<file path="config.mk">
export PLATFORM = sky130hd
export DESIGN_NAME = infix_to_postfix_converter_core
export DESIGN_NICKNAME = d
export VERILOG_FILES = /design/src/design/itp_pkg.sv /design/src/design/itp_ctrl.sv /design/src/design/itp_datapath.sv /design/src/design/infix_to_postfix_converter_core.sv
export SDC_FILE = /design/constraint.sdc
export NUM_CORES = 1
export LEC_CHECK = 0
export ABC_CLOCK_PERIOD_IN_PS = 6100
export BUFFER_PORTS_ARGS = -buffer_cell sky130_fd_sc_hd__buf_2
export CORE_UTILIZATION = 60
export DETAILED_ROUTE_END_ITERATION = 16
export PLACE_DENSITY = 0.86
export SLEW_MARGIN = 20
export SYNTH_ARGS = -nofsm -noshare
export SYNTH_HDL_FRONTEND = slang
export SYNTH_SLANG_ARGS = --single-unit
</file>
<file path="constraint.sdc">
create_clock -name clock -period 6.1 [get_ports clock]
set_input_delay 0 -clock clock [delete_from_list [all_inputs] [get_ports clock]]
set_output_delay 0 -clock clock [all_outputs]
set_load 0.02 [all_outputs]
</file>
<file path="src/design/itp_pkg.sv">
// ----------------------------------------------------------------------------
// itp_pkg: shared types, codes and decode functions
// Character codes, operator table, character classes, emit selects and the
// command/status structs that join the controller to the datapath.
// ----------------------------------------------------------------------------
package itp_pkg;

   // Default operator stack depth
   localparam int STACK_DEPTH = 16;

   // ASCII characters of interest
   localparam logic [7:0] CH_MINUS  = 8'h2D;
   localparam logic [7:0] CH_PLUS   = 8'h2B;
   localparam logic [7:0] CH_SLASH  = 8'h2F;
   localparam logic [7:0] CH_STAR   = 8'h2A;
   localparam logic [7:0] CH_CARET  = 8'h5E;
   localparam logic [7:0] CH_TILDE  = 8'h7E;
   localparam logic [7:0] CH_LPAREN = 8'h28;
   localparam logic [7:0] CH_RPAREN = 8'h29;
   localparam logic [7:0] CH_SPACE  = 8'h20;
   localparam logic [7:0] CH_NUL    = 8'h00;

   // Stack symbol codes
   localparam logic [2:0] SYM_MINUS  = 3'd0;
   localparam logic [2:0] SYM_PLUS   = 3'd1;
   localparam logic [2:0] SYM_SLASH  = 3'd2;
   localparam logic [2:0] SYM_STAR   = 3'd3;
   localparam logic [2:0] SYM_CARET  = 3'd4;
   localparam logic [2:0] SYM_TILDE  = 3'd5;
   localparam logic [2:0] SYM_LPAREN = 3'd6;
   localparam logic [2:0] SYM_NONE   = 3'd7;

   // Result status codes
   localparam logic [1:0] ST_OK        = 2'd0;
   localparam logic [1:0] ST_OVERFLOW  = 2'd1;
   localparam logic [1:0] ST_UNMATCHED = 2'd2;

   // Character classes
   localparam logic [2:0] CLS_OTHER  = 3'd0;
   localparam logic [2:0] CLS_ALNUM  = 3'd1;
   localparam logic [2:0] CLS_SPACE  = 3'd2;
   localparam logic [2:0] CLS_LPAREN = 3'd3;
   localparam logic [2:0] CLS_RPAREN = 3'd4;
   localparam logic [2:0] CLS_OPER   = 3'd5;

   // Emit selects
   localparam logic [1:0] EMIT_SPACE = 2'd0;
   localparam logic [1:0] EMIT_CHAR  = 2'd1;
   localparam logic [1:0] EMIT_TOP   = 2'd2;
   localparam logic [1:0] EMIT_ZERO  = 2'd3;

   typedef struct packed {
      logic       load;          // latch the accepted beat
      logic       finish;        // release the held beat as the last one
      logic       emit;          // produce one result beat
      logic [1:0] emit_sel;
      logic [1:0] emit_status;
      logic       set_inside;
      logic       clr_inside;
      logic       push_lparen;
      logic       push_op;
      logic       pop;
      logic       clear_expr;
   } cmd_type;

   typedef struct packed {
      logic [2:0] cls;
      logic       end_flag;
      logic       need_space;
      logic       empty;
      logic       full;
      logic       top_ge;
      logic       top_is_lparen;
      logic       lparen_present;
      logic       slot_free;
   } status_type;

   // Map an operator character to its symbol code
   function automatic logic [2:0] op_code(input logic [7:0] c);
      logic [2:0] code;
      unique case (c)
         CH_MINUS: code = SYM_MINUS;
         CH_PLUS:  code = SYM_PLUS;
         CH_SLASH: code = SYM_SLASH;
         CH_STAR:  code = SYM_STAR;
         CH_CARET: code = SYM_CARET;
         CH_TILDE: code = SYM_TILDE;
         default:  code = SYM_NONE;
      endcase
      return code;
   endfunction

   // Map a symbol code back to its character
   function automatic logic [7:0] sym_char(input logic [2:0] code);
      logic [7:0] c;
      unique case (code)
         SYM_PLUS:   c = CH_PLUS;
         SYM_SLASH:  c = CH_SLASH;
         SYM_STAR:   c = CH_STAR;
         SYM_CARET:  c = CH_CARET;
         SYM_TILDE:  c = CH_TILDE;
         SYM_LPAREN: c = CH_LPAREN;
         default:    c = CH_MINUS;
      endcase
      return c;
   endfunction

   // Precedence; '(' is lowest so it stops operator pops
   function automatic logic [1:0] prec(input logic [2:0] code);
      logic [1:0] p;
      unique case (code)
         SYM_SLASH, SYM_STAR:  p = 2'd2;
         SYM_CARET, SYM_TILDE: p = 2'd3;
         SYM_LPAREN:           p = 2'd0;
         default:              p = 2'd1;
      endcase
      return p;
   endfunction

   // Sort a character into its class
   function automatic logic [2:0] classify(input logic [7:0] c);
      logic [2:0] cls;
      if ((c >= 8'h30 && c <= 8'h39) || (c >= 8'h41 && c <= 8'h5A) ||
          (c >= 8'h61 && c <= 8'h7A)) begin
         cls = CLS_ALNUM;
      end else if (c == CH_SPACE || (c >= 8'h09 && c <= 8'h0D)) begin
         cls = CLS_SPACE;
      end else if (c == CH_LPAREN) begin
         cls = CLS_LPAREN;
      end else if (c == CH_RPAREN) begin
         cls = CLS_RPAREN;
      end else if (op_code(c) != SYM_NONE) begin
         cls = CLS_OPER;
      end else begin
         cls = CLS_OTHER;
      end
      return cls;
   endfunction

endpackage

</file>
<file path="src/design/itp_ctrl.sv">
// ----------------------------------------------------------------------------
// itp_ctrl: converter sequencer
// Walks each accepted character through operand copy, operator pops, pushes,
// parenthesis matching and the end-of-expression flush, one beat per cycle while a slot is free.
// ----------------------------------------------------------------------------
module itp_ctrl (
   input  logic                clock,
   input  logic                reset,
   input  logic                req_valid,
   output logic                req_ready,
   input  itp_pkg::status_type st,
   output itp_pkg::cmd_type    cmd
);

   localparam logic [2:0] S_IDLE  = 3'd0;
   localparam logic [2:0] S_EXEC  = 3'd1;
   localparam logic [2:0] S_CHAR  = 3'd2;
   localparam logic [2:0] S_POPOP = 3'd3;
   localparam logic [2:0] S_POPCH = 3'd4;
   localparam logic [2:0] S_POPRP = 3'd5;
   localparam logic [2:0] S_FLUSH = 3'd6;

   localparam logic [1:0] RET_OP    = 2'd0;
   localparam logic [1:0] RET_RP    = 2'd1;
   localparam logic [1:0] RET_FLUSH = 2'd2;

   logic [2:0] state_ff, state_in;
   logic [1:0] ret_ff, ret_in;
   logic [2:0] done_state;

   // Decide commands and next state
   always_comb begin
      cmd        = '0;
      state_in   = state_ff;
      ret_in     = ret_ff;
      req_ready  = 1'b0;
      done_state = st.end_flag ? S_FLUSH : S_IDLE;
      unique case (state_ff)
         S_IDLE: begin
            cmd.finish = 1'b1;
            req_ready  = st.slot_free;
            if (req_valid && st.slot_free) begin
               cmd.load = 1'b1;
               state_in = S_EXEC;
            end
         end
         S_EXEC: begin
            case (st.cls)
               itp_pkg::CLS_ALNUM: begin
                  if (st.slot_free) begin
                     cmd.emit = 1'b1;
                     if (st.need_space) begin
                        cmd.emit_sel = itp_pkg::EMIT_SPACE;
                        state_in     = S_CHAR;
                     end else begin
                        cmd.emit_sel   = itp_pkg::EMIT_CHAR;
                        cmd.set_inside = 1'b1;
                        state_in       = done_state;
                     end
                  end
               end
               itp_pkg::CLS_LPAREN: begin
                  cmd.clr_inside = 1'b1;
                  if (st.full) begin
                     if (st.slot_free) begin
                        cmd.emit        = 1'b1;
                        cmd.emit_sel    = itp_pkg::EMIT_ZERO;
                        cmd.emit_status = itp_pkg::ST_OVERFLOW;
                        state_in        = done_state;
                     end
                  end else begin
                     cmd.push_lparen = 1'b1;
                     state_in        = done_state;
                  end
               end
               itp_pkg::CLS_OPER: begin
                  cmd.clr_inside = 1'b1;
                  state_in       = S_POPOP;
               end
               itp_pkg::CLS_RPAREN: begin
                  cmd.clr_inside = 1'b1;
                  if (st.lparen_present) begin
                     state_in = S_POPRP;
                  end else if (st.slot_free) begin
                     cmd.emit        = 1'b1;
                     cmd.emit_sel    = itp_pkg::EMIT_ZERO;
                     cmd.emit_status = itp_pkg::ST_UNMATCHED;
                     state_in        = done_state;
                  end
               end
               default: begin
                  cmd.clr_inside = 1'b1;
                  state_in       = done_state;
               end
            endcase
         end
         S_CHAR: begin
            if (st.slot_free) begin
               cmd.emit       = 1'b1;
               cmd.emit_sel   = itp_pkg::EMIT_CHAR;
               cmd.set_inside = 1'b1;
               state_in       = done_state;
            end
         end
         S_POPOP: begin
            // pop while top binds at least as tightly, then push
            if (!st.empty && st.top_ge) begin
               if (st.slot_free) begin
                  cmd.emit     = 1'b1;
                  cmd.emit_sel = itp_pkg::EMIT_SPACE;
                  ret_in       = RET_OP;
                  state_in     = S_POPCH;
               end
            end else if (st.full) begin
               if (st.slot_free) begin
                  cmd.emit        = 1'b1;
                  cmd.emit_sel    = itp_pkg::EMIT_ZERO;
                  cmd.emit_status = itp_pkg::ST_OVERFLOW;
                  state_in        = done_state;
               end
            end else begin
               cmd.push_op = 1'b1;
               state_in    = done_state;
            end
         end
         S_POPCH: begin
            if (st.slot_free) begin
               cmd.emit     = 1'b1;
               cmd.emit_sel = itp_pkg::EMIT_TOP;
               cmd.pop      = 1'b1;
               unique case (ret_ff)
                  RET_OP:  state_in = S_POPOP;
                  RET_RP:  state_in = S_POPRP;
                  default: state_in = S_FLUSH;
               endcase
            end
         end
         S_POPRP: begin
            // pop down to the matching '(' and drop it
            if (st.top_is_lparen) begin
               cmd.pop  = 1'b1;
               state_in = done_state;
            end else if (st.slot_free) begin
               cmd.emit     = 1'b1;
               cmd.emit_sel = itp_pkg::EMIT_SPACE;
               ret_in       = RET_RP;
               state_in     = S_POPCH;
            end
         end
         S_FLUSH: begin
            if (!st.empty) begin
               if (st.slot_free) begin
                  cmd.emit     = 1'b1;
                  cmd.emit_sel = itp_pkg::EMIT_SPACE;
                  ret_in       = RET_FLUSH;
                  state_in     = S_POPCH;
               end
            end else begin
               cmd.clear_expr = 1'b1;
               state_in       = S_IDLE;
            end
         end
         default: begin
            state_in = S_IDLE;
         end
      endcase
   end

   // Advance state
   always_ff @(posedge clock) begin
      if (reset) begin
         state_ff <= S_IDLE;
         ret_ff   <= RET_OP;
      end else begin
         state_ff <= state_in;
         ret_ff   <= ret_in;
      end
   end

   // Check sequencing rules
   a_emit_has_slot: assert property (@(posedge clock) disable iff (reset)
      cmd.emit |-> st.slot_free)
      else $error("beat produced without a free slot");

   a_pop_nonempty: assert property (@(posedge clock) disable iff (reset)
      cmd.pop |-> !st.empty)
      else $error("pop from an empty stack");

   a_load_from_idle: assert property (@(posedge clock) disable iff (reset)
      cmd.load |=> state_ff == S_EXEC)
      else $error("accepted beat not dispatched");

endmodule

</file>
<file path="src/design/itp_datapath.sv">
// ----------------------------------------------------------------------------
// itp_datapath: operator stack, expression flags and result beat path
// Holds the current character, the operator stack with its counts, one held
// result beat and the output register.
// ----------------------------------------------------------------------------
module itp_datapath #(
   parameter int STACK_DEPTH = itp_pkg::STACK_DEPTH
) (
   input  logic                clock,
   input  logic                reset,
   input  itp_pkg::cmd_type    cmd,
   output itp_pkg::status_type st,
   input  logic [7:0]          req_in_char,
   input  logic                req_end_of_expr,
   output logic                rsp_valid,
   input  logic                rsp_ready,
   output logic [7:0]          rsp_out_char,
   output logic                rsp_last_out,
   output logic [1:0]          rsp_status
);

   localparam int CNT_W = $clog2(STACK_DEPTH + 1);
   localparam int IDX_W = $clog2(STACK_DEPTH);

   logic [2:0]       stack_ff [STACK_DEPTH];
   logic [CNT_W-1:0] count_ff, count_in;
   logic [CNT_W-1:0] lparen_ff, lparen_in;
   logic             started_ff, started_in;
   logic             inside_ff, inside_in;
   logic [7:0]       char_ff;
   logic             end_ff;
   logic             pend_v_ff;
   logic [7:0]       pend_char_ff;
   logic [1:0]       pend_status_ff;
   logic             rsp_valid_ff;
   logic [7:0]       rsp_char_ff;
   logic             rsp_last_ff;
   logic [1:0]       rsp_status_ff;

   logic [CNT_W-1:0] top_pos;
   logic [IDX_W-1:0] top_idx;
   logic [IDX_W-1:0] push_idx;
   logic [2:0]       top_code;
   logic [2:0]       cur_op;
   logic             out_free;
   logic             release_last;
   logic [7:0]       emit_char;

   // Decode stack top and current character
   always_comb begin
      top_pos      = count_ff - CNT_W'(1);
      top_idx      = top_pos[IDX_W-1:0];
      push_idx     = count_ff[IDX_W-1:0];
      top_code     = stack_ff[top_idx];
      cur_op       = itp_pkg::op_code(char_ff);
      out_free     = !rsp_valid_ff || rsp_ready;
      release_last = cmd.finish && pend_v_ff && out_free;

      st.cls            = itp_pkg::classify(char_ff);
      st.end_flag       = end_ff;
      st.need_space     = !inside_ff && started_ff;
      st.empty          = (count_ff == '0);
      st.full           = (count_ff >= CNT_W'(STACK_DEPTH));
      st.top_ge         = itp_pkg::prec(top_code) >= itp_pkg::prec(cur_op);
      st.top_is_lparen  = (top_code == itp_pkg::SYM_LPAREN);
      st.lparen_present = (lparen_ff != '0);
      st.slot_free      = !pend_v_ff || out_free;
   end

   // Select the character of a new beat
   always_comb begin
      case (cmd.emit_sel)
         itp_pkg::EMIT_SPACE: emit_char = itp_pkg::CH_SPACE;
         itp_pkg::EMIT_CHAR:  emit_char = char_ff;
         itp_pkg::EMIT_TOP:   emit_char = itp_pkg::sym_char(top_code);
         default:             emit_char = itp_pkg::CH_NUL;
      endcase
   end

   // Update counts and expression flags
   always_comb begin
      count_in   = count_ff;
      lparen_in  = lparen_ff;
      started_in = started_ff;
      inside_in  = inside_ff;
      if (cmd.push_lparen) begin
         count_in  = count_ff + CNT_W'(1);
         lparen_in = lparen_ff + CNT_W'(1);
      end else if (cmd.push_op) begin
         count_in = count_ff + CNT_W'(1);
      end else if (cmd.pop) begin
         count_in = top_pos;
         if (top_code == itp_pkg::SYM_LPAREN) begin
            lparen_in = lparen_ff - CNT_W'(1);
         end
      end
      if (cmd.emit) begin
         started_in = 1'b1;
      end
      if (cmd.set_inside) begin
         inside_in = 1'b1;
      end else if (cmd.clr_inside) begin
         inside_in = 1'b0;
      end
      if (cmd.clear_expr) begin
         count_in   = '0;
         lparen_in  = '0;
         started_in = 1'b0;
         inside_in  = 1'b0;
      end
   end

   // Hold control state
   always_ff @(posedge clock) begin
      if (reset) begin
         count_ff   <= '0;
         lparen_ff  <= '0;
         started_ff <= 1'b0;
         inside_ff  <= 1'b0;
      end else begin
         count_ff   <= count_in;
         lparen_ff  <= lparen_in;
         started_ff <= started_in;
         inside_ff  <= inside_in;
      end
   end

   // Latch the accepted beat
   always_ff @(posedge clock) begin
      if (cmd.load) begin
         char_ff <= req_in_char;
         end_ff  <= req_end_of_expr;
      end
   end

   // Push onto the operator stack
   always_ff @(posedge clock) begin
      if (cmd.push_lparen) begin
         stack_ff[push_idx] <= itp_pkg::SYM_LPAREN;
      end else if (cmd.push_op) begin
         stack_ff[push_idx] <= cur_op;
      end
   end

   // Hold one beat back so the last one of an item can be marked
   always_ff @(posedge clock) begin
      if (reset) begin
         pend_v_ff <= 1'b0;
      end else if (cmd.emit) begin
         pend_v_ff <= 1'b1;
      end else if (release_last) begin
         pend_v_ff <= 1'b0;
      end
   end

   always_ff @(posedge clock) begin
      if (cmd.emit) begin
         pend_char_ff   <= emit_char;
         pend_status_ff <= cmd.emit_status;
      end
   end

   // Drive the output register
   always_ff @(posedge clock) begin
      if (reset) begin
         rsp_valid_ff <= 1'b0;
      end else if ((cmd.emit && pend_v_ff) || release_last) begin
         rsp_valid_ff <= 1'b1;
      end else if (rsp_ready) begin
         rsp_valid_ff <= 1'b0;
      end
   end

   always_ff @(posedge clock) begin
      if ((cmd.emit && pend_v_ff) || release_last) begin
         rsp_char_ff   <= pend_char_ff;
         rsp_status_ff <= pend_status_ff;
         rsp_last_ff   <= release_last;
      end
   end

   assign rsp_valid    = rsp_valid_ff;
   assign rsp_out_char = rsp_char_ff;
   assign rsp_last_out = rsp_last_ff;
   assign rsp_status   = rsp_status_ff;

   // Check stack bookkeeping
   a_push_counts: assert property (@(posedge clock) disable iff (reset)
      (cmd.push_op || cmd.push_lparen) |=> count_ff == CNT_W'($past(count_ff) + 1'b1))
      else $error("push did not advance the stack count");

   a_lparen_bound: assert property (@(posedge clock) disable iff (reset)
      lparen_ff <= count_ff)
      else $error("more '(' counted than stacked");

   a_no_overwrite: assert property (@(posedge clock) disable iff (reset)
      (rsp_valid_ff && !rsp_ready) |-> !((cmd.emit && pend_v_ff) || release_last))
      else $error("output register overwritten while stalled");

endmodule

</file>
<file path="src/design/infix_to_postfix_converter_core.sv">
// ----------------------------------------------------------------------------
// infix_to_postfix_converter_core: shunting-yard infix to postfix converter
// A result beat passes through the held-beat register and then the output
// register; the held beat is released as the last one once back in idle.
// A new character is taken only in idle, after the last one is done. A character
// gives one result or none, a leading space and the operand, or for each stack
// pop a space and the operator, one beat per cycle while a slot is free.
// An end-marked character then flushes every stacked entry the same way.
// Reset clears the stack count, expression flags and all valid state at once.
// ----------------------------------------------------------------------------
module infix_to_postfix_converter_core #(
   parameter int STACK_DEPTH = itp_pkg::STACK_DEPTH
) (
   input  logic       clock,
   input  logic       reset,
   input  logic       req_valid,
   output logic       req_ready,
   input  logic [7:0] req_in_char,
   input  logic       req_end_of_expr,
   output logic       rsp_valid,
   input  logic       rsp_ready,
   output logic [7:0] rsp_out_char,
   output logic       rsp_last_out,
   output logic [1:0] rsp_status
);

   itp_pkg::cmd_type    cmd;
   itp_pkg::status_type st;

   // Sequence each character
   itp_ctrl u_ctrl (
      .clock     (clock),
      .reset     (reset),
      .req_valid (req_valid),
      .req_ready (req_ready),
      .st        (st),
      .cmd       (cmd)
   );

   // Stack, flags and result path
   itp_datapath #(
      .STACK_DEPTH (STACK_DEPTH)
   ) u_datapath (
      .clock           (clock),
      .reset           (reset),
      .cmd             (cmd),
      .st              (st),
      .req_in_char     (req_in_char),
      .req_end_of_expr (req_end_of_expr),
      .rsp_valid       (rsp_valid),
      .rsp_ready       (rsp_ready),
      .rsp_out_char    (rsp_out_char),
      .rsp_last_out    (rsp_last_out),
      .rsp_status      (rsp_status)
   );

endmodule
</file>
Word level (Yosys, flattened, before mapping). Memory sizes are Yosys's and may differ from the RTL's. Index checks and enable logic that the tools add are counted.

Add/subtract/negate cells: 4. Magnitude comparators: 10. Equal/unequal tests: 44. Muxes and demuxes: 90. Bitwise operators: 1. Reductions and logical operators: 40.

Operator list (number): $mux 3 (29); $eq 8x6->1 const B (7); $mux 5 (11); $pmux 7 s6 (1); $pmux 3 s6 (2); $eq 3x3->1 const B (11); $mux 1 (26); $pmux 8 s3 (1); $eq 3x2->1 const B (7); $pmux 3 s7 (1); $mux 2 (9); $pmux 2 s3 (3); $eq 8x7->1 const B (2); $ge 8x7->1 const B (2); $le 8x7->1 const B (2); $ne 2x1->1 const B (7); $pmux 3 s4 (1); $add 5x1->5 const B (2); $logic_and 1x1->1 (10); $reduce_bool 2->1 (5); $reduce_or 2->1 (5); $sub 5x1->5 const B (2); $eq 3x1->1 const B (3); $pmux 3 s3 (1); other kinds (24) (39).

Bits in registers: 49. RAM bits: 48. Word-level logic and storage cells: 205. Memories kept: 1.

Memories: u_datapath.stack_ff (depth 16, bits a word 3, read ports 1, clocked after memory_dff 0, write ports 1, RTL line itp_datapath.sv:25) `logic [2:0] stack_ff [STACK_DEPTH];`.

Logic depth before layout (Yosys ltp).
Depth after elaboration: 18. Depth in mapped cells: 18.

Cells and area by module. From an unflattened synthesis, not the netlist that was laid out.

Cell total of the unflattened synthesis: 489. Area, all modules: 5392.7 um^2.

By module, submodules not included: itp_datapath (instances 1, cells an instance 356, area each 4550.6 um^2, sequential area each 2622.5 um^2); itp_ctrl (instances 1, cells an instance 133, area each 842.1 um^2, sequential area each 100.1 um^2).

Worst setup path after synthesis. Ideal clock, no wire load.

Kind: register to register. Start: reg u_datapath.count_ff[0]. End: reg u_datapath.rsp_last_ff, in the netlist u_datapath.rsp_last_out (enable). Setup time: 0.397 ns. Data arrival time: 4.375 ns. Required time: 5.703 ns. Slack: 1.329 ns. Cell stages (with the launch flop): 17. Path buffers: 2. Clock period less this slack: 4.771 ns. Path through: dfxtp_1 buf_2 inv_1 ha_1 xor2_4 mux4_1 nor2b_1 a31o_2 buf_2 a21oi_1 ha_1 nand2b_1 a21oi_1 o311ai_0 nor4_1 and2_1 a211oi_1.

Longest elaborated chain between the ends: 11.

Ends and longest elaborated chain: start, declared (RTL line itp_datapath.sv:26) `logic [CNT_W-1:0] count_ff, count_in;`; start signal, assigned (RTL line itp_datapath.sv:121) `count_ff <= count_in;`; $sub 5x1->5 (RTL line itp_datapath.sv:51) `top_pos = count_ff - CNT_W'(1);`; $mem_v2 16x3; $eq 3x3->1 / $eq 3x2->1 (equally long branches) (RTL line itp_pkg.sv:111) `unique case (code)`; $reduce_or 2->1 (RTL line itp_pkg.sv:111); $pmux 2 s3 (RTL line itp_pkg.sv:111); $ge 2x2->1 (RTL line itp_datapath.sv:64) `st.top_ge = itp_pkg::prec(top_code) >= itp_pkg::prec(cur_op);`; $logic_and 1x1->1 (RTL line itp_ctrl.sv:107) `if (!st.empty && st.top_ge) begin`; $mux 3 (RTL line itp_ctrl.sv:107); $pmux 3 s6 * (RTL line itp_ctrl.sv:38) `unique case (state_ff)`; $logic_and 1x1->1 * (RTL line itp_datapath.sv:175) `if ((cmd.emit && pend_v_ff) || release_last) begin`; $logic_or 1x1->1 * (RTL line itp_datapath.sv:175); end signal, assigned (RTL line itp_datapath.sv:178) `rsp_last_ff <= release_last;`; end, declared (RTL line itp_datapath.sv:37) `logic rsp_last_ff;`.

Mark *: on every way between the ends. The rest lies on a longest branch, timed or not. A chain may end at the register's enable or synchronous reset.

Worst setup path in the final report.
Start: reg u_datapath.count_ff[1]. End: mem u_datapath.stack_ff[3][1] (enable).

Longest elaborated chain between the ends: 13.

Ends and longest elaborated chain: $sub 5x1->5 (RTL line itp_datapath.sv:51); $mem_v2 16x3; $eq 3x3->1 / $eq 3x2->1 (equally long branches) (RTL line itp_pkg.sv:111); $reduce_or 2->1 (RTL line itp_pkg.sv:111); $pmux 2 s3 (RTL line itp_pkg.sv:111); $ge 2x2->1 (RTL line itp_datapath.sv:64); $logic_and 1x1->1 (RTL line itp_ctrl.sv:107); $mux 1 (RTL line itp_ctrl.sv:107); $mux 1 (RTL line itp_ctrl.sv:38); $mux 1 (RTL line itp_datapath.sv:140) `end else if (cmd.push_op) begin`; $mux 1 (RTL line itp_datapath.sv:138) `if (cmd.push_lparen) begin`; $mux 1 (implied by the code) (RTL line itp_datapath.sv:141) `stack_ff[push_idx] <= cur_op;`; $or 1x1->1 (no line); end, declared (RTL line itp_datapath.sv:25).

Parallel ways exist; a longest one is shown, timed or not.

==> run_summary.xml <==
<?xml version="1.0" encoding="UTF-8"?>
<metrics>
  <group name="die">
    <metric name="num_rows" unit="">33</metric>
    <metric name="die_extent_in_y" unit="um">95.52</metric>
    <metric name="core_area" unit="mm2">0.008341</metric>
    <metric name="die_area" unit="mm2">0.009124</metric>
    <metric name="design.portCount" unit="">26</metric>
    <metric name="dieWidth" unit="um">95.52</metric>
    <metric name="initial_utilization" unit="%">62.92</metric>
  </group>
  <group name="global_routing">
    <metric name="maximum_number_of_pins_on_one_net_before_global_route_repair" unit="">25</metric>
    <metric name="first_global_vias" unit="">3831</metric>
    <metric name="globalRoute.totalOverflow" unit="">0</metric>
    <metric name="grt_antenna_before_repair" unit="">0</metric>
    <metric name="global_route_wire_length_before_repair" unit="mm">18.97</metric>
    <metric name="grt_use_total" unit="%">27.99</metric>
  </group>
  <group name="layout">
    <metric name="final.fill_count" unit="">632</metric>
    <metric name="layout_overhead_on_the_synthesized_area" unit="%">8.536</metric>
    <metric name="final_nets" unit="">539</metric>
    <metric name="final_cell_area" unit="mm2">0.005695</metric>
    <metric name="final_layout_size_suffix_gt1_share" unit="%">11.99</metric>
    <metric name="post_layout_nonfiller_instances" unit="">622</metric>
    <metric name="count_of_antenna_diodes_in_the_layout" unit="">0</metric>
    <metric name="final_core_utilization" unit="%">68.29</metric>
  </group>
  <group name="clock_network">
    <metric name="path_clk_slew" unit="ns">0.09</metric>
    <metric name="cts-root-to-sink-buffers" unit="">2</metric>
    <metric name="worstSkewPairLatency" unit="ns">0.37</metric>
    <metric name="cts_resized" unit="">0</metric>
    <metric name="cts_tree" unit="">done</metric>
    <metric name="clock_tree.htree_level_count" unit="">3</metric>
    <metric name="clock_sink_count" unit="">97</metric>
    <metric name="tritoncts.num_buffers" unit="">9</metric>
    <metric name="ctsRootBufferMaster" unit="">clkbuf_8</metric>
  </group>
  <group name="synthesis">
    <metric name="netlist-cell-type-count" unit="">71</metric>
    <metric name="synth_area" unit="mm2">0.005248</metric>
    <metric name="synth-seq-area-share" unit="%">51.88</metric>
    <metric name="syn-instance-count" unit="">488</metric>
    <metric name="synth.ff_latch_count" unit="">97</metric>
    <metric name="dominantRegCellSynth" unit="">edfxtp_1</metric>
    <metric name="syn-mean-instance-area" unit="um2">10.75</metric>
    <metric name="synth_edf_count" unit="">78</metric>
    <metric name="yosys.cell_count.top_type" unit="">edfxtp_1</metric>
    <metric name="synth.area.top_cells" unit="">edfxtp_1 (45%), dfxtp_1 (7.2%), mux2i_1 (4.4%), nand2_1 (3.2%), nor2_1 (3.2%)</metric>
    <metric name="syn_nets" unit="">515</metric>
    <metric name="ys_top_cells_by_count" unit="">edfxtp_1 (78), nand2_1 (45), nor2_1 (45)</metric>
    <metric name="synth_async_sr_flop_share" unit="%">0</metric>
    <metric name="post-synth-top-area-fraction" unit="%">44.64</metric>
    <metric name="yosys_warnings" unit="">0</metric>
    <metric name="synth_top_area_cell" unit="">edfxtp_1</metric>
  </group>
  <group name="timing">
    <metric name="count_of_final_hold_check_violations" unit="">0</metric>
    <metric name="slew_headroom" unit="%">37.02</metric>
    <metric name="least_margin_pin_slew" unit="ns">0.9375</metric>
    <metric name="grt_setup_unrepaired" unit="">false</metric>
    <metric name="final_min_period" unit="ns">5.018</metric>
    <metric name="final.setup_skew" unit="ns">0.01584</metric>
    <metric name="timing.final.max_slew_violations" unit="">0</metric>
    <metric name="timing.final.crit_share" unit="%">82.26</metric>
    <metric name="finalSetupTns" unit="ns">0</metric>
    <metric name="setup_violations" unit="">0</metric>
    <metric name="clock.fmax" unit="GHz">0.1993</metric>
  </group>
  <group name="critical_path">
    <metric name="critPathArrivalTime" unit="ns">5.04</metric>
    <metric name="critical_path.cell_chain" unit="">inv_1, ha_1, xor2_4, mux4_1, nor2b_1, a21o_2, a21oi_1, ha_1, nand2b_1, a2111o_1, a31oi_1, nand2_1, nor3_1</metric>
    <metric name="r2r_cells" unit="">13</metric>
    <metric name="crit_slowest_cell" unit="">mux4_1</metric>
    <metric name="worstPathMaxFanout" unit="">15</metric>
    <metric name="start_to_end_type_of_the_worst_setup_path" unit="">reg -&gt; reg</metric>
    <metric name="worst-r2r-setup-slack" unit="ns">1.08</metric>
    <metric name="cp_top_family" unit="">compound AO/OA/AOI/OAI gates</metric>
    <metric name="cpPeakStageDelay" unit="ns">0.62</metric>
    <metric name="crit_top_cell" unit="">ha_1</metric>
    <metric name="worst_setup_path_end_kind" unit="">register</metric>
    <metric name="critical_path_buf_inv_count" unit="">1</metric>
    <metric name="crit_required" unit="ns">6.12</metric>
    <metric name="instance_count_on_the_critical_path" unit="">13</metric>
    <metric name="cp-start-kind" unit="">register</metric>
  </group>
  <group name="route">
    <metric name="count_of_vias_placed_by_the_detailed_router" unit="">4088</metric>
    <metric name="firstDrtPassIters" unit="">6</metric>
    <metric name="avgRoutedWirePerCell" unit="um">19.09</metric>
    <metric name="route.detailed.drc" unit="">0</metric>
    <metric name="postRouteAntennaNets" unit="">0</metric>
    <metric name="detail_route.vias_per_cell" unit="">6.572</metric>
    <metric name="detail_route.wirelength" unit="mm">11.88</metric>
    <metric name="drt_first_iter_violations" unit="">511</metric>
  </group>
  <group name="placement">
    <metric name="placed_instances" unit="">596</metric>
    <metric name="dpl_hpwl" unit="mm">8.571</metric>
    <metric name="postPlaceCellArea" unit="mm2">0.005416</metric>
    <metric name="port_buffers" unit="">25</metric>
    <metric name="globalplace.congestion" unit="">0.9722</metric>
  </group>
  <group name="power_and_ir_drop">
    <metric name="power" unit="W">0.001586</metric>
    <metric name="static-leakage-power" unit="nW">2.084</metric>
    <metric name="power.ir.vdd_worst" unit="mV">0.1327</metric>
    <metric name="power_per_cell_area" unit="mW/mm2">278.5</metric>
  </group>
  <group name="status">
    <metric name="status" unit="">completed</metric>
  </group>
  <group name="worst_hold_path">
    <metric name="hold-path-cell-count" unit="">4</metric>
    <metric name="timing.hold.worst.class" unit="">in -&gt; reg</metric>
  </group>
  <group name="job">
    <metric name="drv.max_cap_violation_count" unit="">0</metric>
  </group>
</metrics>
-- flip-flops by register name (all words and copies together), names as in the netlist, 2 cells and up --
name / flops
u_datapath.pend_char_ff: 8
u_datapath.pend_status_ff: 2
u_ctrl.ret_ff: 2
u_datapath.lparen_ff: 5
u_datapath.char_ff: 8
u_datapath.rsp_out_char: 8
u_datapath.rsp_status: 2
u_ctrl.state_ff: 3
u_datapath.count_ff: 5
u_datapath.stack_ff: 48
-- stage by stage --
stage,setup WS (ns),hold WS [ns]
3_5_place_dp,1.129,0.1781
5_1_grt,0.7721,0.1035
2_1_floorplan,1.329,0.09887
6_report,1.082,0.05825
3_3_place_gp,1.446,0.1759
4_1_cts,1.108,0.03123
-- cells in the final DEF (no fill, tap or decap), drive strengths merged, types with 4 or more instances in the layout --
master       count
nor2b            7
inv             18
nand2b           9
nor4b            4
buf             29
o41ai            4
edfxtp          78
a21oi           27
o311ai           4
a211oi           7
and2             5
xnor2            7
dfxtp           19
clkbuf          10
o21ai           25
a31oi            7
o211ai           4
nor3            21
ha              13
nand3           13
o21a             4
nand4            4
and3             4
a21o             5
dlygate4sd3     10
nor2            45
nor3b            5
mux2i           23
nand2           45
-- logic make-up after synthesis --
logic type / count (synthesis) / synth area share, %
xor+xnor: 9 / 1.860
compound gates: 118 / 15.67
simple gates: 182 / 17.62
flops: 97 / 51.88
buf+inv: 41 / 3.314
mux: 27 / 6.175
fa+ha+maj: 14 / 3.481
-- worst reg2reg max path, delay by kind of cell, from the launching register on --
family	cells	cell delay [ns]
muxes	1	0.62
AOI/OAI and AO/OA	4	1.19
adders and majority gates	2	0.62
buffers and inverters	1	0.13
and+or+nand+nor	4	1.16
xor gates and xnor gates	1	0.50
DFF	1	0.45
-- path summary, 6_finish.rpt --
check,startpoint,to
worst min-delay path,rsp_ready,u_datapath.rsp_valid
worst min register to register,u_datapath.pend_char_ff[5],u_datapath.rsp_out_char[5]
worst max-delay path,u_datapath.count_ff[1],u_datapath.stack_ff[3][1]
worst max register to register,u_datapath.count_ff[1],u_datapath.stack_ff[3][1]
-- where the power goes --
group,switching [W],leakage [nW],internal (W)
Clock,0.000233,0.0931,0.000155
Sequential,0.0000519,0.960,0.000757
Combinational,0.000242,1.03,0.000147
Total,0.000528,2.08,0.00106
-- per-layer routing --
metal  share of wire, %  vias up  track usage (%)
li1                   -     1891                -
met1                 41     1930            37.84
met2                 46      230            44.29
met3                9.2       37            5.183
met4                2.9        0            11.82
met5                  0        -                0
-- final cells by class --
type                            instances  area [um2]  share of cell area (%)
Sequential cell                        97        2723                   47.80
Multi-Input combinational cell        350        2351                   41.28
Timing Repair Buffer                   39       255.2                   4.482
Tap cell                              105       131.4                   2.307
Clock buffer                           10       127.6                   2.241
Inverter                               15       56.30                  0.9886
Clock inverter                          6       51.30                  0.9007
-- repair_timing --
item | in CTS | in global routing
setup buffers | 0 | 0
hold buffers | 10 | 0
endpoints found under the hold margin | 13 | 0
Power figures use the tool's default switching activity.
